### config.mk
export PLATFORM = sky130hd
export DESIGN_NAME = kdv_ctrl
export DESIGN_NICKNAME = d
export VERILOG_FILES = /design/src/sv/kdv_pkg.sv /design/src/sv/kdv_ctrl.sv
export SDC_FILE = /design/constraint.sdc
export NUM_CORES = 1
export LEC_CHECK = 0
export BUFFER_PORTS_ARGS = -buffer_cell sky130_fd_sc_hd__buf_2
export CAP_MARGIN = 20
export CORE_AREA = 2 2 39 41
export DETAILED_ROUTE_END_ITERATION = 8
export DIE_AREA = 0 0 41 43
export GPL_ROUTABILITY_DRIVEN = 1
export GPL_TIMING_DRIVEN = 0
export PLACE_DENSITY_LB_ADDON = 0.08
export SLEW_MARGIN = 20
export SYNTH_ARGS = -nofsm -noshare
export SYNTH_HDL_FRONTEND = slang
export SYNTH_SLANG_ARGS = --single-unit
export TNS_END_PERCENT = 100
### constraint.sdc
create_clock -name clock -period 2.1 [get_ports clock]
set_input_delay 0.315 -clock clock [delete_from_list [all_inputs] [get_ports clock]]
set_output_delay 0.315 -clock clock [all_outputs]
set_load 0.01 [all_outputs]
### src/sv/kdv_pkg.sv
// Shared types, constants and tables for the kick drum voice.
// Depends on nothing; used by kdv_ctrl, kdv_datapath and the top level.
package kdv_pkg;

   localparam int SINE_TABLE_SIZE = 1024;
   localparam int SINE_BITS       = $clog2(SINE_TABLE_SIZE);
   localparam int IDX_PROD_W      = 32 + SINE_BITS + 1;

   // input opcode
   localparam logic OP_TICK    = 1'b0;
   localparam logic OP_TRIGGER = 1'b1;

   // register indexes
   localparam logic [2:0] REG_TUNE       = 3'd0;
   localparam logic [2:0] REG_DECAY      = 3'd1;
   localparam logic [2:0] REG_PUNCH      = 3'd2;
   localparam logic [2:0] REG_DRIVE      = 3'd3;
   localparam logic [2:0] REG_PHASE_STEP = 3'd4;

   localparam logic [7:0]  TUNE_RST       = 8'd128;
   localparam logic [7:0]  DECAY_RST      = 8'd102;
   localparam logic [7:0]  PUNCH_RST      = 8'd128;
   localparam logic [7:0]  DRIVE_RST      = 8'd0;
   localparam logic [23:0] PHASE_STEP_RST = 24'd89478;

   // sequencer steps (also the controller state codes)
   localparam logic [4:0] ST_IDLE    = 5'd0;
   localparam logic [4:0] ST_GAIN    = 5'd1;
   localparam logic [4:0] ST_PITCH   = 5'd2;
   localparam logic [4:0] ST_PE2     = 5'd3;
   localparam logic [4:0] ST_FREQ    = 5'd4;
   localparam logic [4:0] ST_PHASE   = 5'd5;
   localparam logic [4:0] ST_ROM     = 5'd6;
   localparam logic [4:0] ST_CUBE1   = 5'd7;
   localparam logic [4:0] ST_CUBE2   = 5'd8;
   localparam logic [4:0] ST_CLICK1  = 5'd9;
   localparam logic [4:0] ST_CLICK2  = 5'd10;
   localparam logic [4:0] ST_DRIVE   = 5'd11;
   localparam logic [4:0] ST_CLIP1   = 5'd12;
   localparam logic [4:0] ST_CLIP2   = 5'd13;
   localparam logic [4:0] ST_CLIP3   = 5'd14;
   localparam logic [4:0] ST_GAINAPP = 5'd15;
   localparam logic [4:0] ST_FC      = 5'd16;
   localparam logic [4:0] ST_QBP     = 5'd17;
   localparam logic [4:0] ST_BP      = 5'd18;
   localparam logic [4:0] ST_LP      = 5'd19;
   localparam logic [4:0] ST_DC      = 5'd20;
   localparam logic [4:0] ST_OUT     = 5'd21;

   // fixed-point constants
   localparam logic [23:0]        ENV_FULL    = 24'hFFFFFF;
   localparam logic [23:0]        ENV_FLOOR   = 24'd16777;
   localparam logic [23:0]        PITCH_MUL   = 24'd16106127;
   localparam logic [23:0]        SOFT_CLIP_K = 24'd621176;
   localparam logic [23:0]        FC_PITCH_K  = 24'd419430;
   localparam logic [23:0]        DC_POLE     = 24'd4173332;
   localparam logic [21:0]        FC_MAX      = 22'd3774874;
   localparam logic signed [27:0] CLIP_KNEE   = 28'sd6291456;
   localparam logic signed [23:0] Q22_ONE     = 24'sd4194304;

   typedef struct packed {
      logic [23:0] gain_mul;
      logic [22:0] freq_base;
      logic [24:0] sweep;
      logic [21:0] level;
      logic [21:0] q;
      logic [24:0] drive_gain;
      logic [19:0] fc_base;
      logic [23:0] phase_step;
   } coef_type;

   typedef struct packed {
      logic [4:0] step;
      logic       load_trig;
      logic       zero_res;
   } dp_cmd_type;

   typedef struct packed {
      logic voice_on;
      logic gain_low;
      logic click_live;
   } dp_status_type;

   // coefficient tables, one entry per 8-bit register value
   localparam int TAB_GAIN  = 0;
   localparam int TAB_FREQ  = 1;
   localparam int TAB_SWEEP = 2;
   localparam int TAB_LEVEL = 3;
   localparam int TAB_Q     = 4;
   localparam int TAB_DRIVE = 5;
   localparam int TAB_FC    = 6;

   typedef logic [25:0] coef_tab_type [256];

   function automatic coef_tab_type build_tab(input int sel);
      coef_tab_type tab;
      longint       v;
      longint       n;
      for (int i = 0; i < 256; i++) begin
         n = longint'(i);
         case (sel)
            TAB_GAIN:  v = 16777216 - 4194 - ((255 - n) * 33554) / 255;
            TAB_FREQ:  v = 2293760 + (n * 3276800) / 255;
            TAB_SWEEP: v = 9830400 + (n * 22937600) / 255;
            TAB_LEVEL: v = 419430 + (n * 1677722) / 255;
            TAB_Q:     v = 2097152 + (n * 1677722) / 255;
            TAB_DRIVE: v = 4194304 + (n * 16777216) / 255;
            TAB_FC:    v = 335544 + (n * 671089) / 255;
            default:   v = 0;
         endcase
         tab[i] = 26'(v);
      end
      return tab;
   endfunction

   localparam coef_tab_type GAIN_MUL_TAB  = build_tab(TAB_GAIN);
   localparam coef_tab_type FREQ_BASE_TAB = build_tab(TAB_FREQ);
   localparam coef_tab_type SWEEP_TAB     = build_tab(TAB_SWEEP);
   localparam coef_tab_type LEVEL_TAB     = build_tab(TAB_LEVEL);
   localparam coef_tab_type Q_TAB         = build_tab(TAB_Q);
   localparam coef_tab_type DRIVE_TAB     = build_tab(TAB_DRIVE);
   localparam coef_tab_type FC_BASE_TAB   = build_tab(TAB_FC);

   // sine ROM: quadrant fold, then Taylor series to x^13 in Q30
   typedef logic signed [15:0] sine_tab_type [SINE_TABLE_SIZE];

   function automatic logic signed [15:0] sine_entry(input longint unsigned i);
      longint unsigned one;
      longint unsigned u;
      longint unsigned r;
      longint unsigned f;
      longint unsigned x;
      longint unsigned x2;
      longint unsigned t;
      longint unsigned s;
      longint unsigned v;
      logic [1:0]      quad;
      one  = 64'd1 << 30;
      u    = (i << 32) / SINE_TABLE_SIZE;
      quad = 2'(u >> 30);
      r    = u & (one - 64'd1);
      f    = quad[0] ? (one - r) : r;
      x    = (f * 64'd1686629713) >> 30;
      x2   = (x * x) >> 30;
      t    = one;
      t    = one - (((x2 * t) / 156) >> 30);
      t    = one - (((x2 * t) / 110) >> 30);
      t    = one - (((x2 * t) / 72) >> 30);
      t    = one - (((x2 * t) / 42) >> 30);
      t    = one - (((x2 * t) / 20) >> 30);
      t    = one - (((x2 * t) / 6) >> 30);
      s    = (x * t) >> 30;
      v    = (s * 64'd32767 + (one >> 1)) >> 30;
      if (v > 64'd32767) v = 64'd32767;
      return quad[1] ? -16'(v) : 16'(v);
   endfunction

   function automatic sine_tab_type build_sine_rom();
      sine_tab_type tab;
      for (int i = 0; i < SINE_TABLE_SIZE; i++) begin
         tab[i] = sine_entry(longint'(i));
      end
      return tab;
   endfunction

   localparam sine_tab_type SINE_ROM = build_sine_rom();

endpackage

### src/sv/kdv_ctrl.sv
// Sequencer for the kick drum voice: walks one tick through the datapath steps.
// Depends on kdv_pkg.
module kdv_ctrl (
   input  logic                   clock,
   input  logic                   reset,
   input  logic                   req_valid,
   input  logic                   req_opcode,
   output logic                   req_ready,
   input  logic                   out_free,
   output logic                   out_load,
   input  kdv_pkg::dp_status_type status,
   output kdv_pkg::dp_cmd_type    cmd
);
   import kdv_pkg::*;

   logic [4:0] state_ff;
   logic [4:0] state_in;
   logic       take;

   assign req_ready = (state_ff == ST_IDLE);
   assign take      = req_valid && req_ready;
   assign out_load  = (state_ff == ST_OUT) && out_free;

   always_comb begin
      cmd.step      = state_ff;
      cmd.load_trig = take && (req_opcode == OP_TRIGGER);
      cmd.zero_res  = take && (req_opcode == OP_TICK) && !status.voice_on;
      state_in      = state_ff;
      unique case (state_ff)
         ST_IDLE: begin
            if (take && req_opcode == OP_TICK)
               state_in = status.voice_on ? ST_GAIN : ST_OUT;
         end
         ST_GAIN:    state_in = ST_PITCH;
         ST_PITCH:   state_in = ST_PE2;
         ST_PE2:     state_in = status.gain_low ? ST_OUT : ST_FREQ;
         ST_FREQ:    state_in = ST_PHASE;
         ST_PHASE:   state_in = ST_ROM;
         ST_ROM:     state_in = ST_CUBE1;
         ST_CUBE1:   state_in = ST_CUBE2;
         ST_CUBE2:   state_in = status.click_live ? ST_CLICK1 : ST_DRIVE;
         ST_CLICK1:  state_in = ST_CLICK2;
         ST_CLICK2:  state_in = ST_DRIVE;
         ST_DRIVE:   state_in = ST_CLIP1;
         ST_CLIP1:   state_in = ST_CLIP2;
         ST_CLIP2:   state_in = ST_CLIP3;
         ST_CLIP3:   state_in = ST_GAINAPP;
         ST_GAINAPP: state_in = ST_FC;
         ST_FC:      state_in = ST_QBP;
         ST_QBP:     state_in = ST_BP;
         ST_BP:      state_in = ST_LP;
         ST_LP:      state_in = ST_DC;
         ST_DC:      state_in = ST_OUT;
         ST_OUT: begin
            if (out_free) state_in = ST_IDLE;
         end
         default:    state_in = ST_IDLE;
      endcase
   end

   always_ff @(posedge clock) begin
      if (reset) state_ff <= ST_IDLE;
      else       state_ff <= state_in;
   end

endmodule

Yosys cells after proc, flatten, opt, wreduce, memory -nomap -nowiden

Index checks and enable logic that the tools add are counted.
W data, S select, Z words.

Register bits after elaboration: 5
Bits of input ports: 8
Logic and storage cells: 39

Equality and inequality tests: 23
Muxes and demuxes: 6
Bitwise operators: 1
Reductions and logical operators: 8

Operator list:

| cell                 | number |
|---|---|
| $pmux W5 S22         | 1 |
| $eq A5 B4 Y1 const B | 8 |
| $eq A5 B5 Y1 const B | 6 |
| $eq A5 B3 Y1 const B | 4 |
| $mux W5              | 4 |
| $eq A5 B2 Y1 const B | 2 |
| $eq A5 B1 Y1 const B | 1 |
| $logic_and A1 B1 Y1  | 5 |
| $logic_not A5 Y1     | 1 |
| $mux W2              | 1 |
| $ne A2 B1 Y1 const B | 1 |
| $ne A2 B2 Y1 const B | 1 |
| $reduce_and A2 Y1    | 1 |
| $logic_not A1 Y1     | 1 |
| $not A1 Y1           | 1 |

Depth between registers and ports, before layout

Gate-level depths: netlist (run 1).

Word-level depth: 5
Gate-level depth with buffers: 5
Mapped depth without buffers: 4

Least setup slack after synthesis (run 1)

No wires, ideal clock.

Path kind: register -> output
Start point: reg state_ff[0]
End point: out cmd[0] (netlist bit)
Arrival time: 1.214 ns
Slack: 0.571 ns
Cell stages (with the launch flop): 6
Path buffers: 1
Cell sequence: dfxtp_1 > buf_2 > nor3_1 > and2_4 > nand2_1 > nor3_1

RTL lines:

| what                   | line           | text |
|---|---|---|
| from (decl)            | kdv_ctrl.sv:16 | `logic [4:0] state_ff;` |
| from (signal assigned) | kdv_ctrl.sv:63 | `else state_ff <= state_in;` |
| to (decl)              | kdv_ctrl.sv:12 | `output kdv_pkg::dp_cmd_type cmd` |

==> results.tsv, run 1 <==
stage	metric	value	unit
sta	maxSlewHeadroom	0.8030	
yosys	synth_area	430.4	um2
die	core_area	0.001384	mm2
sta	worst_pin_slew	295.1	ps
power_and_ir_drop	p_per_area	1501	mW/mm2
layout	drive_above_1_share	0.4384	
yosys	synth_area_leader_cell	dfxtp_1	
yosys	syn-num-nets	61	
setup_path	path_max_fanout	10	
routing	drt-wirelength-per-cell	12.06	um
sta	rsz0062_at_grt	no	
clock_network	clockBufferDepth	2	
layout	antenna_cells	0	
sta	fin_crit_sh	0.8618	
setup_path	cp_num_buf_inv	2	
layout	top_register	state_ff	
clock_network	cts_tree	yes	
layout	layout_common_cells	19 x buf_2, 6 x nor2_1, 5 x dfxtp_1, 4 x nand2_1, 4 x a21oi_1	
clock_network	cts.repair.resized	0	
clock_network	ctsRootBufferMaster	clkbuf_4	
routing	first_iter_violations	3	
setup_path	end_kind	output port	
layout	largest_reg_flops	5	
global_routing	grt_pass1_vias	387	
setup_path	required	1780	ps
placement	pre_cts_slack	553.4	ps
yosys	syn_area_per_cell	8.121	um2
die	die-width	41	um
setup_path	cp.arrival	1490	ps
setup_path	regToRegSetupSlack	830	ps
global_routing	grt_busiest_layer	met2	
clock_network	clkLatencyLatePin	250	ps
flow_run	drv_cap	0	
global_routing	grt_pass1_wl	1.635	mm
worst_hold_path	whs_endpoint	state_ff[0]	
power_and_ir_drop	cellLeakagePower	0.2488	nW
power_and_ir_drop	ir_drop	600.2	uV
routing	via_per_inst	5.124	
sta	hold-worst-slack	297.2	ps
placement	hpwl	787.2	um
yosys	ys_ff_latch	5	
setup_path	r2r-end	state_ff[0]	
die	start_util	0.3110	
placement	port_buffers	16	
worst_hold_path	min_path_type	input port to flip-flop	
yosys	synth.area.top_cells	dfxtp_1 23%, buf_6 5.2%, nor2_1 5.2%	
global_routing	grt_start_max_net_pins	11	
clock_network	cts_sinks	5	
layout	synthToLayoutAreaGrowth	29.36	%
layout	utilization	0.4024	
worst_hold_path	holdPathStages	2	
routing	dr.pass1.iters	3	
setup_path	cp_top_family	simple AND/OR/NAND/NOR gates	
yosys	yosys_warnings	0	
run_status	status	complete, no violations	
die	row_count	14	
die	dieArea	0.001763	mm2
routing	vias	456	
setup_path	rr_worst_depth	5	
die	die_h	43	um
layout	layout.nets	82	
setup_path	startpoint_type	flip-flop	
routing	routed_wl	1.073	mm
global_routing	track_usage	0.1386	
sta	skew	5.296	ps
sta	fin_crit	1810	ps
global_routing	use_met1	0.1672	
global_routing	grt-ovfl-total	0	
global_routing	antenna_found_initial	0	
yosys	synth_seq_area_share	0.2326	
clock_network	cts_setup_buffers	0	
placement	place.gp.congestion	0.7726	
worst_hold_path	holdCritStartpoint	reset	
clock_network	numCtsBuffers	3	
sta	hold_viol	0	
sta	drv_slew	0	
setup_path	crit_slowest_cell	dfxtp_1	
routing	ant_nets	0	
setup_path	path_class	flip-flop to output port	
setup_path	crit_path_max_incr_delay	300	ps
global_routing	met2_usage	0.2031	
yosys	ys_types	32	
yosys	synth_top_area_share	0.2326	
clock_network	htree_num_levels	1	
sta	fmax	552.6	MHz
die	io-pin-count	17	
yosys	syn_inst	53	
sta	fin_ws	290.3	ps
routing	drc_errors	0	
layout	final_common_cell	buf_2	
setup_path	r2r_start	state_ff[0]	
clock_network	clk_pin_slew	50	ps
sta	setup_viol	0	
global_routing	use_met3	0.07853	
setup_path	path_cells	buf_2, nor3_1, and2_4, nand2_1, nor3_1, buf_2	
layout	reg.largest.list	state_ff x5	
clock_network	cts_hold_buffers	0	
sta	tns	0	ps
-- power breakdown --
group          internal (mW)  switching, mW
Combinational          0.257          0.290
Sequential             0.132         0.0414
Clock                 0.0720         0.0430
Total                  0.461          0.375
-- final cells by class --
cell class / count / area (um2)
inverter: 1 / 3.754
timing repair buffer: 16 / 80.08
buffer: 5 / 37.54
tap: 16 / 20.02
multi-input combinational: 42 / 289.0
sequential: 5 / 100.1
clock buffer: 4 / 26.28
fill: 154 / 827.0
-- through the flow --
| stage | total power, mW | std cells | cell area [um2] |
|---|---|---|---|
| after floorplan | 0.5809 | 53 | 430.4 |
| after global placement | 0.7263 | 85 | 530.5 |
| after detailed placement | 0.7192 | 85 | 530.5 |
| after CTS | 0.8382 | 89 | 556.8 |
| after global routing | 0.9006 | 89 | 556.8 |
| final | 0.8359 | 89 | 556.8 |
-- worst max path at each step --
stage                     endpoint  slack (ps)        start  cells past startpoint
after floorplan             cmd[0]         570  state_ff[0]                      5
after global placement      cmd[0]         560  state_ff[0]                      6
after detailed placement    cmd[0]         550  state_ff[0]                      6
after CTS                   cmd[0]         280  state_ff[0]                      6
after global routing        cmd[0]         170  state_ff[0]                      6
final                       cmd[0]         290  state_ff[0]                      6
-- synthesized netlist by cell type --
library cell and instances:
a211oi_1 1, a21o_4 1, a21oi_1 4, a2bb2oi_1 1
a31oi_1 1, a31oi_2 1, a32oi_1 1, and2_4 1
and2b_1 1, and3_1 1, and3b_2 1, buf_2 3
buf_6 2, dfxtp_1 5, inv_1 1, nand2_1 4
nand2b_1 1, nand3_1 1, nand4_1 1, nor2_1 6
nor2b_1 1, nor3_1 2, nor3_2 1, nor4_1 1
nor4_4 1, nor4bb_1 1, o21ai_0 2, o21bai_1 1
o22a_2 2, o22ai_1 1, or2_0 1, xor2_1 1
-- per-layer routing --
layer | vias up | routed length [um]
li1 | 235 | -
met1 | 204 | 504
met2 | 17 | 463
met3 | 0 | 106
met4 | 0 | 0
met5 | - | 0
-- worst register-to-register path, delay by kind of cell, from the launching register on --
family / cells / cell delay (ps)
DFF: 1 / 300
AOI/OAI and AO/OA: 2 / 220
buffers and inverters: 1 / 170
and+or+nand+nor: 2 / 460
-- logic make-up (layout without fill, tap and decap cells) --
| kind of cell | Yosys count | after routing | synth area share |
|---|---|---|---|
| simple gates | 25 | 25 | 0.3663 |
| compound gates | 16 | 16 | 0.2849 |
| xor+xnor | 1 | 1 | 0.02035 |
| buf+inv | 6 | 26 | 0.09591 |
| flops | 5 | 5 | 0.2326 |
Note: power is estimated with default switching activity, not from simulation.
==> run 2: changes to the inputs <==
CAP_MARGIN = not set   (was 20)
PLACE_DENSITY = 0.63   (was not set)
PLACE_DENSITY_LB_ADDON = not set   (was 0.08)
==> results.tsv, run 2 (synthesis results as in run 1) <==
stage	metric	value	unit	change
die	io-pin-count	17		unchanged
placement	post_dp_cell_area	530.5	um2	unchanged
clock_network	cts.repair.resized	0		unchanged
setup_path	crit_path_max_incr_delay	300	ps	about the same
clock_network	htree_num_levels	1		unchanged
sta	fmax	538.4	MHz	-2.6%
layout	antenna_cells	0		unchanged
setup_path	regToRegSetupSlack	820	ps	about the same
sta	fin_crit_sh	0.8845		+0.02272
clock_network	clockBufferDepth	2		unchanged
placement	hpwl	766.6	um	-2.6%
global_routing	track_usage	0.1437		+0.005164
setup_path	path_max_fanout	10		unchanged
sta	fin_crit	1857	ps	+47.72 ps
flow_run	drv_cap	0		unchanged
layout	drive_above_1_share	0.4384		unchanged
setup_path	startpoint_type	flip-flop		
routing	routed_wl	1.093	mm	+1.9%
layout	synthToLayoutAreaGrowth	29.36	%	unchanged
clock_network	clk_pin_slew	50	ps	about the same
clock_network	cts_sinks	5		unchanged
layout	layout.nets	82		unchanged
global_routing	use_met1	0.1935		+0.02635
worst_hold_path	min_path_type	input port to flip-flop		
placement	dp.cells	85		unchanged
sta	hold_viol	0		unchanged
layout	final_common_cell	buf_2		
global_routing	grt-ovfl-total	0		unchanged
global_routing	met2_usage	0.1938		-0.009375
routing	via_per_inst	5.202		+1.5%
routing	dr.pass1.iters	4		+1
sta	worst_pin_slew	272.2	ps	-22.93 ps
setup_path	path_cells	buf_2, nor3_1, and2_4, nand2_1, nor3_1, buf_2		
setup_path	cp.arrival	1540	ps	+50 ps
setup_path	crit_slowest_cell	dfxtp_1		
worst_hold_path	whs_endpoint	state_ff[0]		
clock_network	clkLatencyLatePin	260	ps	about the same
power_and_ir_drop	p_per_area	1514	mW/mm2	+0.87%
worst_hold_path	holdCritStartpoint	reset		
clock_network	cts_setup_buffers	0		unchanged
die	die-width	41	um	unchanged
layout	utilization	0.4024		unchanged
layout	largest_reg_flops	5		unchanged
routing	drt-wirelength-per-cell	12.28	um	+1.9%
layout	reg.largest.list	state_ff x5		
sta	rsz0062_at_grt	no		
layout	top_register	state_ff		
die	dieArea	0.001763	mm2	unchanged
setup_path	r2r-end	state_ff[0]		
global_routing	antenna_found_initial	0		unchanged
sta	skew	3.084	ps	-2.212 ps
layout	n_fill_cell	148		-3.9%
worst_hold_path	holdPathStages	2		unchanged
layout	layout_common_cells	19 x buf_2, 6 x nor2_1, 5 x dfxtp_1, 4 x nand2_1, 4 x a21oi_1		
clock_network	cts_tree	yes		
routing	ant_nets	0		unchanged
layout	design_area	556.8	um2	unchanged
setup_path	crit_cells	6		unchanged
setup_path	end_kind	output port		
clock_network	cts_hold_buffers	0		unchanged
global_routing	use_met3	0.03141		-0.04712
clock_network	ctsRootBufferMaster	clkbuf_4		
placement	place.gp.congestion	0.7974		+3.2%
sta	maxSlewHeadroom	0.8172		+0.01416
die	row_count	14		unchanged
global_routing	grt_pass1_wl	1.669	mm	+2.1%
clock_network	numCtsBuffers	3		unchanged
setup_path	rr_worst_depth	5		unchanged
die	start_util	0.3110		unchanged
die	die_h	43	um	unchanged
power_and_ir_drop	cellLeakagePower	0.2488	nW	unchanged
sta	setup_viol	0		unchanged
setup_path	cp_top_family	simple AND/OR/NAND/NOR gates		
sta	drv_slew	0		unchanged
global_routing	grt_busiest_layer	met2		
power_and_ir_drop	ir_drop	524.2	uV	-13%
routing	first_iter_violations	6		+3
setup_path	cp_num_buf_inv	2		unchanged
routing	vias	463		+1.5%
routing	drc_errors	0		unchanged
setup_path	path_class	flip-flop to output port		
global_routing	grt_start_max_net_pins	11		unchanged
layout	final_cells	89		unchanged
sta	tns	0	ps	unchanged
die	core_area	0.001384	mm2	unchanged
sta	hold-worst-slack	283.5	ps	-13.71 ps
run_status	status	complete, no violations		
placement	port_buffers	16		unchanged
setup_path	required	1780	ps	about the same
global_routing	grt_pass1_vias	385		-0.52%
setup_path	r2r_start	state_ff[0]		
==> run 2: cell counts in the layout (fill, tap and decap cells not counted) <==
No cell type changed its count.
==> run 2: worst register-to-register path, delay by kind of cell (launching register included) <==
kind / cells / cell delay, ps
AO/OA/AOI/OAI: 2 / 210
buffers and inverters: 1 / 170
flip-flops: 1 / 300
AND/OR/NAND/NOR: 2 / 490
==> run 2: routing by layer <==
layer  share of wire  wire length [um]
met1            0.46               506
met2            0.45               495
met3           0.052                57
met4           0.031                34
met5               0                 0
==> run 2: worst max path at each step <==
stage | from | to | slack, ps
after CTS | state_ff[0] | cmd[0] | 260
final | state_ff[0] | cmd[0] | 240
after detailed placement | state_ff[0] | cmd[0] | 550
after global placement | state_ff[0] | cmd[0] | 550
after floorplan | state_ff[0] | cmd[0] | 570
after global routing | state_ff[0] | cmd[0] | 160
==> run 2: through the flow <==
| stage | setup WS, ps | power [mW] |
|---|---|---|
| finish | 242.6 | 0.8432 |
| global route | 156.5 | 0.9160 |
| CTS | 262.3 | 0.8471 |
| detailed placement | 546.2 | 0.7183 |
| global placement | 546.4 | 0.7156 |
| floorplan | 571.3 | 0.5809 |
==> run 2: area by class of cell <==
cell class / count / area [um2] / area share
plain buffers: 5 / 37.54 / 0.06742
multi-input cells: 42 / 289.0 / 0.5191
well taps: 16 / 20.02 / 0.03596
flip-flops and latches: 5 / 100.1 / 0.1798
repair buffers: 16 / 80.08 / 0.1438
inverters: 1 / 3.754 / 0.006742
clock buffers: 4 / 26.28 / 0.04719
==> run 2: power by group <==
group          internal [mW]  leakage (nW)  switching [mW]
logic                  0.257         0.193           0.286
clock network         0.0727        0.0150          0.0534
registers              0.132        0.0411          0.0419
total                  0.462         0.249           0.382
